File: src/hdl/jsu_pkg.sv
// Package for the JSON string unescaper: types, constants and helper functions.
// Used by every module of the block; depends on nothing else.

package jsu_pkg;

   // Default depth of the queue between front and back.
   localparam int QUEUE_DEPTH_DEF = 4;

   // Most result bytes one request can cause: a held surrogate plus a 3-byte code.
   localparam int MAX_BYTES = 6;

   // Status codes of a result.
   localparam logic [1:0] ST_OK          = 2'd0;
   localparam logic [1:0] ST_TRUNCATED   = 2'd1;
   localparam logic [1:0] ST_BAD_UNICODE = 2'd2;
   localparam logic [1:0] ST_UNSUPPORTED = 2'd3;

   // Characters the parser looks at.
   localparam logic [7:0] CH_BACKSLASH = 8'h5C;
   localparam logic [7:0] CH_QUOTE     = 8'h22;
   localparam logic [7:0] CH_SLASH     = 8'h2F;
   localparam logic [7:0] CH_B         = 8'h62;
   localparam logic [7:0] CH_F         = 8'h66;
   localparam logic [7:0] CH_N         = 8'h6E;
   localparam logic [7:0] CH_R         = 8'h72;
   localparam logic [7:0] CH_T         = 8'h74;
   localparam logic [7:0] CH_U         = 8'h75;

   // Code point ranges.
   localparam logic [15:0] CP_HIGH_MIN = 16'hD800;
   localparam logic [15:0] CP_HIGH_MAX = 16'hDBFF;
   localparam logic [15:0] CP_LOW_MIN  = 16'hDC00;
   localparam logic [15:0] CP_LOW_MAX  = 16'hDFFF;
   localparam logic [15:0] CP_MAX_1B   = 16'h007F;
   localparam logic [15:0] CP_MAX_2B   = 16'h07FF;
   localparam logic [20:0] CP_SUPP_BASE = 21'h10000;

   // Parser phases.
   typedef enum logic [2:0] {
      PH_NORMAL,
      PH_ESC,
      PH_HEX,
      PH_HELD,
      PH_HELD_ESC,
      PH_LOW_HEX
   } phase_type;

   // A UTF-8 sequence of up to four bytes, first byte at index 0.
   typedef struct packed {
      logic [2:0]      count;
      logic [3:0][7:0] bytes;
   } utf_seq_type;

   // All result bytes caused by one request, as queued for the back end.
   typedef struct packed {
      logic [MAX_BYTES-1:0][7:0] bytes;
      logic [2:0]                count;
      logic                      eos;
      logic [1:0]                status;
   } burst_type;

   // Hex digit value in the low four bits; bit 4 flags a non-hex character.
   function automatic logic [4:0] hex_digit(input logic [7:0] c);
      logic [4:0] r;
      r = 5'h10;
      if (c >= 8'h30 && c <= 8'h39) begin
         r = {1'b0, c[3:0]};
      end else if ((c >= 8'h61 && c <= 8'h66) || (c >= 8'h41 && c <= 8'h46)) begin
         r = {1'b0, c[3:0] + 4'd9};
      end
      return r;
   endfunction

   // Single-character escapes; bit 8 flags a letter that is not one of them.
   function automatic logic [8:0] esc_map(input logic [7:0] c);
      logic [8:0] r;
      r = 9'h100;
      if (c == CH_QUOTE || c == CH_BACKSLASH || c == CH_SLASH) begin
         r = {1'b0, c};
      end else if (c == CH_B) begin
         r = 9'h008;
      end else if (c == CH_F) begin
         r = 9'h00C;
      end else if (c == CH_N) begin
         r = 9'h00A;
      end else if (c == CH_R) begin
         r = 9'h00D;
      end else if (c == CH_T) begin
         r = 9'h009;
      end
      return r;
   endfunction

   function automatic logic is_high(input logic [15:0] cp);
      return (cp >= CP_HIGH_MIN) && (cp <= CP_HIGH_MAX);
   endfunction

   function automatic logic is_low(input logic [15:0] cp);
      return (cp >= CP_LOW_MIN) && (cp <= CP_LOW_MAX);
   endfunction

   // One byte as a sequence.
   function automatic utf_seq_type seq_byte(input logic [7:0] b);
      utf_seq_type s;
      s.count = 3'd1;
      s.bytes = '0;
      s.bytes[0] = b;
      return s;
   endfunction

   // UTF-8 encoding of a code point from the basic plane.
   function automatic utf_seq_type enc_cp16(input logic [15:0] cp);
      utf_seq_type s;
      s.bytes = '0;
      if (cp <= CP_MAX_1B) begin
         s.count = 3'd1;
         s.bytes[0] = cp[7:0];
      end else if (cp <= CP_MAX_2B) begin
         s.count = 3'd2;
         s.bytes[0] = {3'b110, cp[10:6]};
         s.bytes[1] = {2'b10, cp[5:0]};
      end else begin
         s.count = 3'd3;
         s.bytes[0] = {4'b1110, cp[15:12]};
         s.bytes[1] = {2'b10, cp[11:6]};
         s.bytes[2] = {2'b10, cp[5:0]};
      end
      return s;
   endfunction

   // Four-byte encoding of a surrogate pair; both halves are known to be in range.
   function automatic utf_seq_type enc_pair(input logic [15:0] hi, input logic [15:0] lo);
      utf_seq_type s;
      logic [20:0] cp;
      cp = CP_SUPP_BASE + {1'b0, hi[9:0], lo[9:0]};
      s.count = 3'd4;
      s.bytes[0] = {5'b11110, cp[20:18]};
      s.bytes[1] = {2'b10, cp[17:12]};
      s.bytes[2] = {2'b10, cp[11:6]};
      s.bytes[3] = {2'b10, cp[5:0]};
      return s;
   endfunction

endpackage

File: src/hdl/jsu_if.sv
// Channel interfaces of the JSON string unescaper: request and response.
// Each carries valid, ready and the payload; no dependencies.

interface jsu_req_if;
   logic       valid;
   logic       ready;
   logic [7:0] in_byte;
   logic       last;

   modport source (output valid, output in_byte, output last, input ready);
   modport sink (input valid, input in_byte, input last, output ready);
endinterface

interface jsu_rsp_if;
   logic       valid;
   logic       ready;
   logic [7:0] out_byte;
   logic       end_of_string;
   logic [1:0] status;

   modport source (output valid, output out_byte, output end_of_string, output status,
                   input ready);
   modport sink (input valid, input out_byte, input end_of_string, input status,
                 output ready);
endinterface

File: src/hdl/jsu_front.sv
// Front end: accepts request bytes, runs the escape parser and builds at most one burst
// of result bytes per request. Depends on jsu_pkg and jsu_req_if.

module jsu_front (
   input  logic              clock,
   input  logic              reset,
   jsu_req_if.sink           req_chan,
   input  logic              queue_full,
   output logic              push,
   output jsu_pkg::burst_type push_burst
);

   jsu_pkg::phase_type phase_ff, phase_in;
   logic [2:0]  hex_count_ff, hex_count_in;
   logic [15:0] code_accum_ff, code_accum_in;
   logic [15:0] held_high_ff, held_high_in;
   logic        drop_rest_ff, drop_rest_in;

   logic        accept;
   logic [7:0]  c;
   logic        last;
   logic [4:0]  hex;
   logic        hex_ok;
   logic [15:0] accum_next;
   logic [2:0]  count_next;
   logic        code_done;
   logic [8:0]  esc;
   logic        esc_simple;
   logic        is_bs;
   logic        is_u;
   logic        esc_err;
   logic        err;

   // Request handshake.
   assign req_chan.ready = !queue_full;
   assign accept = req_chan.valid && req_chan.ready;
   assign c = req_chan.in_byte;
   assign last = req_chan.last;

   // Shared decoding of the current byte.
   assign hex = jsu_pkg::hex_digit(c);
   assign hex_ok = !hex[4];
   assign accum_next = {code_accum_ff[11:0], hex[3:0]};
   assign count_next = hex_count_ff + 3'd1;
   assign code_done = count_next[2];
   assign esc = jsu_pkg::esc_map(c);
   assign esc_simple = !esc[8];
   assign is_bs = (c == jsu_pkg::CH_BACKSLASH);
   assign is_u = (c == jsu_pkg::CH_U);
   assign esc_err = !esc_simple && (!is_u || last);

   // Whether this byte ends the string with an error result.
   always_comb begin
      err = 1'b0;
      if (!drop_rest_ff) begin
         unique case (phase_ff)
            jsu_pkg::PH_ESC:      err = esc_err;
            jsu_pkg::PH_HEX:      err = !hex_ok || (!code_done && last);
            jsu_pkg::PH_HELD:     err = is_bs && last;
            jsu_pkg::PH_HELD_ESC: err = !(is_u && !last) && esc_err;
            jsu_pkg::PH_LOW_HEX:  err = !hex_ok || (!code_done && last);
            default:              err = is_bs && last;
         endcase
      end
   end

   // Next state of the parser.
   always_comb begin
      phase_in = phase_ff;
      hex_count_in = hex_count_ff;
      code_accum_in = code_accum_ff;
      held_high_in = held_high_ff;
      drop_rest_in = drop_rest_ff;
      if (drop_rest_ff) begin
         if (last) begin
            phase_in = jsu_pkg::PH_NORMAL;
            hex_count_in = '0;
            code_accum_in = '0;
            held_high_in = '0;
            drop_rest_in = 1'b0;
         end
      end else if (err || last) begin
         phase_in = jsu_pkg::PH_NORMAL;
         hex_count_in = '0;
         code_accum_in = '0;
         held_high_in = '0;
         drop_rest_in = err && !last;
      end else begin
         unique case (phase_ff)
            jsu_pkg::PH_ESC: begin
               if (is_u) begin
                  phase_in = jsu_pkg::PH_HEX;
                  hex_count_in = '0;
                  code_accum_in = '0;
               end else begin
                  phase_in = jsu_pkg::PH_NORMAL;
               end
            end
            jsu_pkg::PH_HEX: begin
               code_accum_in = accum_next;
               hex_count_in = count_next;
               if (code_done) begin
                  if (jsu_pkg::is_high(accum_next)) begin
                     held_high_in = accum_next;
                     phase_in = jsu_pkg::PH_HELD;
                  end else begin
                     phase_in = jsu_pkg::PH_NORMAL;
                  end
               end
            end
            jsu_pkg::PH_HELD: begin
               phase_in = is_bs ? jsu_pkg::PH_HELD_ESC : jsu_pkg::PH_NORMAL;
            end
            jsu_pkg::PH_HELD_ESC: begin
               if (is_u) begin
                  phase_in = jsu_pkg::PH_LOW_HEX;
                  hex_count_in = '0;
                  code_accum_in = '0;
               end else begin
                  phase_in = jsu_pkg::PH_NORMAL;
               end
            end
            jsu_pkg::PH_LOW_HEX: begin
               code_accum_in = accum_next;
               hex_count_in = count_next;
               if (code_done) begin
                  if (!jsu_pkg::is_low(accum_next) && jsu_pkg::is_high(accum_next)) begin
                     held_high_in = accum_next;
                     phase_in = jsu_pkg::PH_HELD;
                  end else begin
                     phase_in = jsu_pkg::PH_NORMAL;
                  end
               end
            end
            default: begin
               phase_in = is_bs ? jsu_pkg::PH_ESC : jsu_pkg::PH_NORMAL;
            end
         endcase
      end
   end

   // Result bytes of this request: an optional held surrogate, then the new part.
   always_comb begin
      logic                  held_out;
      logic                  new_en;
      jsu_pkg::utf_seq_type  held_seq;
      jsu_pkg::utf_seq_type  new_seq;
      logic [1:0]            st;

      held_out = 1'b0;
      new_en = 1'b0;
      held_seq = jsu_pkg::enc_cp16(held_high_ff);
      new_seq = jsu_pkg::seq_byte(c);
      st = jsu_pkg::ST_OK;

      if (!drop_rest_ff) begin
         unique case (phase_ff)
            jsu_pkg::PH_ESC: begin
               if (esc_simple) begin
                  new_en = 1'b1;
                  new_seq = jsu_pkg::seq_byte(esc[7:0]);
               end else if (esc_err) begin
                  new_en = 1'b1;
                  st = is_u ? jsu_pkg::ST_BAD_UNICODE : jsu_pkg::ST_UNSUPPORTED;
               end
            end
            jsu_pkg::PH_HEX: begin
               if (!hex_ok || (!code_done && last)) begin
                  new_en = 1'b1;
                  st = jsu_pkg::ST_BAD_UNICODE;
               end else if (code_done && !(jsu_pkg::is_high(accum_next) && !last)) begin
                  new_en = 1'b1;
                  new_seq = jsu_pkg::enc_cp16(accum_next);
               end
            end
            jsu_pkg::PH_HELD: begin
               if (!(is_bs && !last)) begin
                  held_out = 1'b1;
                  new_en = 1'b1;
                  if (is_bs) begin
                     st = jsu_pkg::ST_TRUNCATED;
                  end
               end
            end
            jsu_pkg::PH_HELD_ESC: begin
               if (!(is_u && !last)) begin
                  held_out = 1'b1;
                  if (esc_simple) begin
                     new_en = 1'b1;
                     new_seq = jsu_pkg::seq_byte(esc[7:0]);
                  end else begin
                     new_en = 1'b1;
                     st = is_u ? jsu_pkg::ST_BAD_UNICODE : jsu_pkg::ST_UNSUPPORTED;
                  end
               end
            end
            jsu_pkg::PH_LOW_HEX: begin
               if (!hex_ok || (!code_done && last)) begin
                  held_out = 1'b1;
                  new_en = 1'b1;
                  st = jsu_pkg::ST_BAD_UNICODE;
               end else if (code_done) begin
                  if (jsu_pkg::is_low(accum_next)) begin
                     new_en = 1'b1;
                     new_seq = jsu_pkg::enc_pair(held_high_ff, accum_next);
                  end else begin
                     held_out = 1'b1;
                     if (!(jsu_pkg::is_high(accum_next) && !last)) begin
                        new_en = 1'b1;
                        new_seq = jsu_pkg::enc_cp16(accum_next);
                     end
                  end
               end
            end
            default: begin
               // A backslash opens an escape and gives nothing, unless it ends the string.
               if (!(is_bs && !last)) begin
                  new_en = 1'b1;
                  if (is_bs) begin
                     st = jsu_pkg::ST_TRUNCATED;
                  end
               end
            end
         endcase
      end

      // An error result is a single zero byte.
      if (st != jsu_pkg::ST_OK) begin
         new_seq = jsu_pkg::seq_byte(8'h00);
      end
      if (!new_en) begin
         new_seq.count = 3'd0;
      end

      push_burst.bytes = '0;
      if (held_out) begin
         push_burst.bytes[0] = held_seq.bytes[0];
         push_burst.bytes[1] = held_seq.bytes[1];
         push_burst.bytes[2] = held_seq.bytes[2];
         push_burst.bytes[3] = new_seq.bytes[0];
         push_burst.bytes[4] = new_seq.bytes[1];
         push_burst.bytes[5] = new_seq.bytes[2];
         push_burst.count = 3'd3 + new_seq.count;
      end else begin
         push_burst.bytes[0] = new_seq.bytes[0];
         push_burst.bytes[1] = new_seq.bytes[1];
         push_burst.bytes[2] = new_seq.bytes[2];
         push_burst.bytes[3] = new_seq.bytes[3];
         push_burst.count = new_seq.count;
      end
      push_burst.eos = err || last;
      push_burst.status = st;
   end

   assign push = accept && (push_burst.count != 3'd0);

   // Parser registers.
   always_ff @(posedge clock) begin
      if (reset) begin
         phase_ff <= jsu_pkg::PH_NORMAL;
         hex_count_ff <= '0;
         code_accum_ff <= '0;
         held_high_ff <= '0;
         drop_rest_ff <= 1'b0;
      end else if (accept) begin
         phase_ff <= phase_in;
         hex_count_ff <= hex_count_in;
         code_accum_ff <= code_accum_in;
         held_high_ff <= held_high_in;
         drop_rest_ff <= drop_rest_in;
      end
   end

endmodule

File: src/hdl/jsu_queue.sv
// Short queue of result bursts between the front and back ends. Register-based,
// one write (unless full) and one read (unless empty) per cycle. Depends on jsu_pkg.

module jsu_queue #(
   parameter int DEPTH = jsu_pkg::QUEUE_DEPTH_DEF
) (
   input  logic               clock,
   input  logic               reset,
   input  logic               push,
   input  jsu_pkg::burst_type push_burst,
   output logic               full,
   input  logic               pop,
   output logic               not_empty,
   output jsu_pkg::burst_type head
);

   localparam int PTR_W = (DEPTH > 1) ? $clog2(DEPTH) : 1;
   localparam int CNT_W = $clog2(DEPTH + 1);
   localparam logic [PTR_W-1:0] PTR_LAST = PTR_W'(DEPTH - 1);
   localparam logic [CNT_W-1:0] CNT_FULL = CNT_W'(DEPTH);

   jsu_pkg::burst_type slots_ff [DEPTH];
   logic [PTR_W-1:0] wr_ptr_ff, wr_ptr_in;
   logic [PTR_W-1:0] rd_ptr_ff, rd_ptr_in;
   logic [CNT_W-1:0] fill_ff, fill_in;
   logic do_push;
   logic do_pop;

   assign full = (fill_ff == CNT_FULL);
   assign not_empty = (fill_ff != '0);
   assign head = slots_ff[rd_ptr_ff];
   assign do_push = push && !full;
   assign do_pop = pop && not_empty;

   // Pointer and fill count update with wrap at the depth.
   always_comb begin
      wr_ptr_in = wr_ptr_ff;
      rd_ptr_in = rd_ptr_ff;
      fill_in = fill_ff;
      if (do_push) begin
         wr_ptr_in = (wr_ptr_ff == PTR_LAST) ? '0 : wr_ptr_ff + 1'b1;
      end
      if (do_pop) begin
         rd_ptr_in = (rd_ptr_ff == PTR_LAST) ? '0 : rd_ptr_ff + 1'b1;
      end
      if (do_push && !do_pop) begin
         fill_in = fill_ff + 1'b1;
      end else if (do_pop && !do_push) begin
         fill_in = fill_ff - 1'b1;
      end
   end

   always_ff @(posedge clock) begin
      if (reset) begin
         wr_ptr_ff <= '0;
         rd_ptr_ff <= '0;
         fill_ff <= '0;
      end else begin
         wr_ptr_ff <= wr_ptr_in;
         rd_ptr_ff <= rd_ptr_in;
         fill_ff <= fill_in;
      end
   end

   // Slot storage needs no reset.
   always_ff @(posedge clock) begin
      if (do_push) begin
         slots_ff[wr_ptr_ff] <= push_burst;
      end
   end

endmodule

File: src/hdl/jsu_back.sv
// Back end: takes bursts from the queue and sends their bytes one per cycle while the
// receiver is ready, through the response output register. Depends on jsu_pkg and jsu_rsp_if.

module jsu_back (
   input  logic               clock,
   input  logic               reset,
   input  logic               queue_not_empty,
   input  jsu_pkg::burst_type queue_head,
   output logic               pop,
   jsu_rsp_if.source          rsp_chan
);

   jsu_pkg::burst_type cur_ff;
   logic               cur_valid_ff, cur_valid_in;
   logic [2:0]         idx_ff, idx_in;
   logic               out_valid_ff;
   logic [7:0]         out_byte_ff;
   logic               out_eos_ff;
   logic [1:0]         out_status_ff;

   logic out_free;
   logic take;
   logic cur_last;
   logic finish;

   // The output register is free when empty or being taken this cycle.
   assign out_free = !out_valid_ff || rsp_chan.ready;
   assign take = out_free && cur_valid_ff;
   assign cur_last = (idx_ff == cur_ff.count - 3'd1);
   assign finish = take && cur_last;
   assign pop = (!cur_valid_ff || finish) && queue_not_empty;

   // Current burst and byte index.
   always_comb begin
      cur_valid_in = cur_valid_ff;
      idx_in = idx_ff;
      if (pop) begin
         cur_valid_in = 1'b1;
         idx_in = '0;
      end else if (finish) begin
         cur_valid_in = 1'b0;
      end else if (take) begin
         idx_in = idx_ff + 3'd1;
      end
   end

   always_ff @(posedge clock) begin
      if (reset) begin
         cur_valid_ff <= 1'b0;
         idx_ff <= '0;
      end else begin
         cur_valid_ff <= cur_valid_in;
         idx_ff <= idx_in;
      end
   end

   always_ff @(posedge clock) begin
      if (pop) begin
         cur_ff <= queue_head;
      end
   end

   // Response output register; status and end flag belong to the burst's final byte.
   always_ff @(posedge clock) begin
      if (reset) begin
         out_valid_ff <= 1'b0;
      end else if (take) begin
         out_valid_ff <= 1'b1;
      end else if (rsp_chan.ready) begin
         out_valid_ff <= 1'b0;
      end
   end

   always_ff @(posedge clock) begin
      if (take) begin
         out_byte_ff <= cur_ff.bytes[idx_ff];
         out_eos_ff <= cur_last && cur_ff.eos;
         out_status_ff <= cur_last ? cur_ff.status : jsu_pkg::ST_OK;
      end
   end

   assign rsp_chan.valid = out_valid_ff;
   assign rsp_chan.out_byte = out_byte_ff;
   assign rsp_chan.end_of_string = out_eos_ff;
   assign rsp_chan.status = out_status_ff;

endmodule

File: src/hdl/json_string_unescape_utf8_top.sv
// JSON string unescaper with UTF-8 output. Requests are taken one per cycle while the
// burst queue is not full, and result bytes leave one per cycle while the receiver is
// ready; a request that yields several bytes (up to six) sends them out one at a time,
// and the burst queue between parser and serializer sets how long input keeps flowing
// meanwhile. Synchronous reset clears the parser, queue and outputs.
// Depends on jsu_pkg, jsu_if, jsu_front, jsu_queue and jsu_back.

module json_string_unescape_utf8_top #(
   parameter int QUEUE_DEPTH = jsu_pkg::QUEUE_DEPTH_DEF
) (
   input  logic      clock,
   input  logic      reset,
   jsu_req_if.sink   req_chan,
   jsu_rsp_if.source rsp_chan
);

   logic               queue_full;
   logic               push;
   jsu_pkg::burst_type push_burst;
   logic               pop;
   logic               queue_not_empty;
   jsu_pkg::burst_type queue_head;

   // Parser and burst builder.
   jsu_front u_front (
      .clock      (clock),
      .reset      (reset),
      .req_chan   (req_chan),
      .queue_full (queue_full),
      .push       (push),
      .push_burst (push_burst)
   );

   // Burst queue.
   jsu_queue #(
      .DEPTH (QUEUE_DEPTH)
   ) u_queue (
      .clock      (clock),
      .reset      (reset),
      .push       (push),
      .push_burst (push_burst),
      .full       (queue_full),
      .pop        (pop),
      .not_empty  (queue_not_empty),
      .head       (queue_head)
   );

   // Byte serializer and output register.
   jsu_back u_back (
      .clock           (clock),
      .reset           (reset),
      .queue_not_empty (queue_not_empty),
      .queue_head      (queue_head),
      .pop             (pop),
      .rsp_chan        (rsp_chan)
   );

endmodule

File: src/flat_wrapper.sv
// flat-port wrapper written by rule: the top's interface ports become plain ports
module json_string_unescape_utf8_top_flat 
#(
   parameter int QUEUE_DEPTH = jsu_pkg::QUEUE_DEPTH_DEF
)
  (clock, reset, req_chan_valid, req_chan_in_byte, req_chan_last, req_chan_ready, rsp_chan_valid, rsp_chan_out_byte, rsp_chan_end_of_string, rsp_chan_status, rsp_chan_ready);
  jsu_req_if req_chan_i ();
  jsu_rsp_if rsp_chan_i ();
  input  logic clock;
  input  logic reset;
  input wire logic [$bits(req_chan_i.valid)-1:0] req_chan_valid;
  input wire logic [$bits(req_chan_i.in_byte)-1:0] req_chan_in_byte;
  input wire logic [$bits(req_chan_i.last)-1:0] req_chan_last;
  output wire logic [$bits(req_chan_i.ready)-1:0] req_chan_ready;
  output wire logic [$bits(rsp_chan_i.valid)-1:0] rsp_chan_valid;
  output wire logic [$bits(rsp_chan_i.out_byte)-1:0] rsp_chan_out_byte;
  output wire logic [$bits(rsp_chan_i.end_of_string)-1:0] rsp_chan_end_of_string;
  output wire logic [$bits(rsp_chan_i.status)-1:0] rsp_chan_status;
  input wire logic [$bits(rsp_chan_i.ready)-1:0] rsp_chan_ready;
  assign req_chan_i.valid = req_chan_valid;
  assign req_chan_i.in_byte = req_chan_in_byte;
  assign req_chan_i.last = req_chan_last;
  assign req_chan_ready = req_chan_i.ready;
  assign rsp_chan_valid = rsp_chan_i.valid;
  assign rsp_chan_out_byte = rsp_chan_i.out_byte;
  assign rsp_chan_end_of_string = rsp_chan_i.end_of_string;
  assign rsp_chan_status = rsp_chan_i.status;
  assign rsp_chan_i.ready = rsp_chan_ready;
  json_string_unescape_utf8_top #(.QUEUE_DEPTH(QUEUE_DEPTH)) u_core (.clock(clock), .reset(reset), .req_chan(req_chan_i), .rsp_chan(rsp_chan_i));
endmodule
File: config.mk
export PLATFORM = sky130hd
export DESIGN_NAME = json_string_unescape_utf8_top_flat
export DESIGN_NICKNAME = d
export VERILOG_FILES = /design/src/hdl/jsu_pkg.sv /design/src/hdl/jsu_if.sv /design/src/hdl/jsu_front.sv /design/src/hdl/jsu_queue.sv /design/src/hdl/jsu_back.sv /design/src/hdl/json_string_unescape_utf8_top.sv /design/src/flat_wrapper.sv
export SDC_FILE = /design/constraint.sdc
export NUM_CORES = 1
export LEC_CHECK = 0
export ABC_AREA = 0
export BUFFER_PORTS_ARGS = -buffer_cell sky130_fd_sc_hd__buf_4
export CAP_MARGIN = 20
export CORE_MARGIN = 2
export CORE_UTILIZATION = 49
export DETAILED_ROUTE_END_ITERATION = 6
export PLACE_DENSITY = 0.61
export SLEW_MARGIN = 20
export SYNTH_ARGS = -nofsm -noshare
export SYNTH_HDL_FRONTEND = slang
export SYNTH_SLANG_ARGS = --single-unit
File: constraint.sdc
create_clock -name clock -period 10.6 [get_ports clock]
set_input_delay 0.53 -clock clock [delete_from_list [all_inputs] [get_ports clock]]
set_output_delay 0.53 -clock clock [all_outputs]
set_load 0.01 [all_outputs]
==> flow_summary.yaml <==
run_status:
  outcome: "finished clean"
critical_path:
  cp-start-kind: "register"
  crit-reg2reg-capture: "u_core.u_queue.fill_ff[2]$_SDFFE_PP0P_"
  cp_data_arrival_time_ns: 5.42
  critPathKind: "reg2reg"
  r2r_start: "u_core.u_front.phase_ff[2]$_SDFFE_PP0P_"
  cp-end-kind: "register"
  worst-r2r-setup-slack_ns: 5.61
  reg2regPathDepth: 14
  timing.critical_path.fanout_max: 20
  required_ns: 11.03
routing:
  post_detailed_route_count_of_antenna_violating_nets: 0
  route.vias.total: 8587
  routed-wl-met2_um: 15100
  drt_pre_antenna_iters: 5
  route.layer.met1.wl_um: 14000
  routed_wl_um: 32000
  routed_wire_length_per_instance_um: 22.3
  top_layer_used: "met4"
  detail_route.vias_per_cell: 5.99
  route.met3.wl_um: 1680
  post-route-drc-count: 0
  first_iter_violations: 743
place:
  pre_cts_slack_ns: 5.41
  hpwlAfterDp_um: 20900
  io_buffer_count: 25
  routabilityCongestion: 0.932
sta:
  setup_tns_ns: 0
  setup_viol: 0
  max_clock_freq_mhz: 200
  relSlewSlack_pct: 30.2
  final-max-slew-violation-count: 0
  hold_viol: 0
  min_period_over_period_pct: 47.1
  final.min_clock_period_ns: 4.99
  final.setup_skew_ns: 0.0193
  worst-slew-pin-transition_ns: 1.05
  timing.final.ws_setup_ns: 5.61
  rsz0062_at_grt: "no"
cts:
  cts-buffers-inserted: 34
  clk_path_buf_depth: 3
  cts_tree: "yes"
  clock-root-buffer: "sky130_fd_sc_hd__clkbuf_16"
  hold_buffers: 0
  clkLatencyLatePin_ns: 0.51
  clk_pin_slew_worst_paths_ns: 0.06
  clock_sinks: 308
  post-cts-setup-buffers: 0
  cts.htree.levels: 2
  cts_resized: 0
final_layout:
  layout.filler_cells: 2274
  antenna-diode-count: 0
  design.final.nets: 1062
  area.growth.synth_to_final_pct: 11.8
  post_route_cells_drive_above_1_share_pct: 17.3
floorplanning:
  initial_core_util_pct: 50.0
  design.die.area_um2: 29800
  boundaryPins: 26
  fp-row-count: 61
  die_height_um: 173
  floorplan.die.width_um: 173
  core_area_um2: 27900
synth:
  ys_seq_area_share_pct: 63.1
  synth_top_flop_cell: "sky130_fd_sc_hd__edfxtp_1"
  post_synth_instance_area_um2: 13900
  post_synth.cell_area_avg_um2: 13.7
  synth-seq-cells: 308
  synth_nets: 1049
  synth.yosys.warnings: 0
  yosysUniqueCellTypes: 82
  netlist_instances: 1018
  synth_enable_flop_cells: 261
  asyncSetResetFlopFracSynth_pct: 0
grt:
  overflow: 0
  grt_first_pass_wirelength_um: 50500
  grt_antenna_before_repair: 0
  grt_start_max_net_pins: 57
  grt_use_total_pct: 21.9
  vias_in_the_first_global_route: 8546
hold_path:
  worst_hold_path.num_cells: 3
  worstHoldEndpoint: "u_core.u_back.rsp_chan.valid$_SDFFE_PP0P_"
  min-delay-path-class: "in2reg"
  timing.hold.worst.start: "rsp_chan_ready"
power:
  power_density_of_the_placed_cells_nw_per_um2: 217
  p_leak_nw: 5.20
  worst_ir_drop_vdd_v: 0.000116
job:
  maxCapViolations: 0
==> power breakdown <==
group / total (mW) / switching, mW / internal (mW)
registers: 1.65 / 0.0687 / 1.58
logic: 0.632 / 0.349 / 0.283
clock network: 1.10 / 0.458 / 0.638
==> stage by stage <==
stage | total power [mW] | hold WS [ns] | cells | util [%] | area [um^2]
2_1_floorplan | 2.12 | 0.436 | 1018 | - | 13900
3_3_place_gp | 2.31 | 0.445 | 1372 | 52.0 | 14500
3_5_place_dp | 2.32 | 0.454 | 1372 | 52.0 | 14500
4_1_cts | 3.42 | 0.319 | 1433 | 55.8 | 15500
5_1_grt | 3.54 | 0.362 | 1434 | 55.9 | 15600
6_report | 3.38 | 0.337 | 1434 | 55.9 | 15600
==> metal layers <==
metal / up-vias / track usage [%]
met5: - / 0
met3: 80 / 2.99
met4: 0 / 8.87
met1: 4240 / 30.9
li1: 3993 / -
met2: 274 / 34.5
==> kinds of logic after synthesis <==
family,count (synthesis),synth area share (%)
AO/OA/AOI/OAI,221,10.8
XOR/XNOR,14,0.881
adder cells (fa/ha/maj),18,1.67
buffers and inverters,88,2.46
flip-flops,308,63.1
multiplexers,72,10.3
AND/OR/NAND/NOR,297,10.8
==> cell usage after synthesis (7+ instances only) <==
library cell               count  area share [%]
sky130_fd_sc_hd__mux4_2       57             9.2
sky130_fd_sc_hd__nor3_1       26            0.93
sky130_fd_sc_hd__nand2_1      83             2.2
sky130_fd_sc_hd__xnor2_1      10            0.63
sky130_fd_sc_hd__a22oi_1       7            0.38
sky130_fd_sc_hd__or3_1         8            0.36
sky130_fd_sc_hd__dfxtp_1      47             6.8
sky130_fd_sc_hd__nor2_1       61             1.6
sky130_fd_sc_hd__edfxtp_1    261              56
sky130_fd_sc_hd__nand3_1      43             1.5
sky130_fd_sc_hd__ha_1         17             1.5
sky130_fd_sc_hd__inv_1        24            0.65
sky130_fd_sc_hd__o21a_1        8            0.43
sky130_fd_sc_hd__and3_1        8            0.36
sky130_fd_sc_hd__and2_1       11            0.49
sky130_fd_sc_hd__nand2b_1     13            0.58
sky130_fd_sc_hd__o22ai_1      15            0.67
sky130_fd_sc_hd__buf_1         7            0.19
sky130_fd_sc_hd__clkbuf_1     47             1.3
sky130_fd_sc_hd__a22o_1       12            0.76
sky130_fd_sc_hd__buf_2        10            0.36
sky130_fd_sc_hd__a21oi_1      73             2.6
sky130_fd_sc_hd__mux2i_1      13            0.93
sky130_fd_sc_hd__o21ai_0      36             1.3
==> cell type report <==
type | count | area (um^2) | share of cell area (%)
flip-flops and latches | 308 | 8780 | 56.4
multi-input cells | 622 | 4830 | 31.0
well taps | 378 | 473 | 3.04
repair buffers | 41 | 328 | 2.11
inverters | 24 | 90.1 | 0.579
clock inverters | 17 | 114 | 0.731
clock buffers | 44 | 950 | 6.10
==> worst max path at each step <==
| stage | from | endpoint | cells after the start |
|---|---|---|---|
| after floorplan | u_core.u_back.idx_ff[0]$_SDFFE_PP0P_ | u_core.u_queue.fill_ff[2]$_SDFFE_PP0P_ | 12 |
| after CTS | u_core.u_front.hex_count_ff[0]$_SDFFE_PP0P_ | u_core.u_queue.fill_ff[2]$_SDFFE_PP0P_ | 15 |
| after global routing | u_core.u_front.hex_count_ff[0]$_SDFFE_PP0P_ | u_core.u_queue.fill_ff[2]$_SDFFE_PP0P_ | 15 |
| after global placement | req_chan_in_byte[0] | u_core.u_queue.fill_ff[2]$_SDFFE_PP0P_ | 17 |
| after detailed placement | req_chan_in_byte[0] | u_core.u_queue.fill_ff[2]$_SDFFE_PP0P_ | 17 |
| final | u_core.u_front.phase_ff[2]$_SDFFE_PP0P_ | u_core.u_queue.fill_ff[2]$_SDFFE_PP0P_ | 14 |
==> cell usage in the layout (no fill, tap or decap), types with 7 or more instances in the layout <==
cell type                   instances
sky130_fd_sc_hd__ha_1              17
sky130_fd_sc_hd__nand2_1           83
sky130_fd_sc_hd__inv_1             24
sky130_fd_sc_hd__mux2i_1           13
sky130_fd_sc_hd__o21a_1             8
sky130_fd_sc_hd__nor2_1            61
sky130_fd_sc_hd__dfxtp_1           45
sky130_fd_sc_hd__and3_1             8
sky130_fd_sc_hd__nand2b_1          13
sky130_fd_sc_hd__and2_1             7
sky130_fd_sc_hd__mux4_2            57
sky130_fd_sc_hd__a22oi_1            7
sky130_fd_sc_hd__edfxtp_1         261
sky130_fd_sc_hd__clkinv_2           7
sky130_fd_sc_hd__nor3_1            26
sky130_fd_sc_hd__buf_4             40
sky130_fd_sc_hd__nand3_1           43
sky130_fd_sc_hd__or3_1              8
sky130_fd_sc_hd__xnor2_1           10
sky130_fd_sc_hd__clkbuf_16         35
sky130_fd_sc_hd__o21ai_0           36
sky130_fd_sc_hd__o22ai_1           15
sky130_fd_sc_hd__a21oi_1           72
sky130_fd_sc_hd__a22o_1            12
==> registers in the layout, summed over array words and instances (netlist names), 2 cells and up <==
signal and count:
u_core.u_queue.wr_ptr_ff 2, u_core.u_queue.slots_ff 200, u_core.u_front.code_accum_ff 12, u_core.u_front.held_high_ff 16, u_core.u_back.rsp_chan.out_byte 8, u_core.u_queue.rd_ptr_ff 2, u_core.u_front.phase_ff 3, u_core.u_queue.fill_ff 3
u_core.u_back.cur_ff 50, u_core.u_back.idx_ff 3, u_core.u_front.hex_count_ff 3, u_core.u_back.rsp_chan.status 2
==> critical path, stage by stage (launching register included) <==
cell	delay, ns
sky130_fd_sc_hd__dfxtp_1	0.74
sky130_fd_sc_hd__nand3b_1	0.36
sky130_fd_sc_hd__o21ba_2	0.34
sky130_fd_sc_hd__o221ai_1	0.43
sky130_fd_sc_hd__or4_4	0.69
sky130_fd_sc_hd__ha_1	0.32
sky130_fd_sc_hd__and3_1	0.15
sky130_fd_sc_hd__o211a_1	0.13
sky130_fd_sc_hd__a211oi_4	0.36
sky130_fd_sc_hd__ha_1	0.25
sky130_fd_sc_hd__inv_1	0.07
sky130_fd_sc_hd__fa_1	0.43
sky130_fd_sc_hd__xor2_1	0.17
sky130_fd_sc_hd__or3_1	0.31
sky130_fd_sc_hd__a21oi_1	0.14
Note: power is estimated with default switching activity, not from simulation.
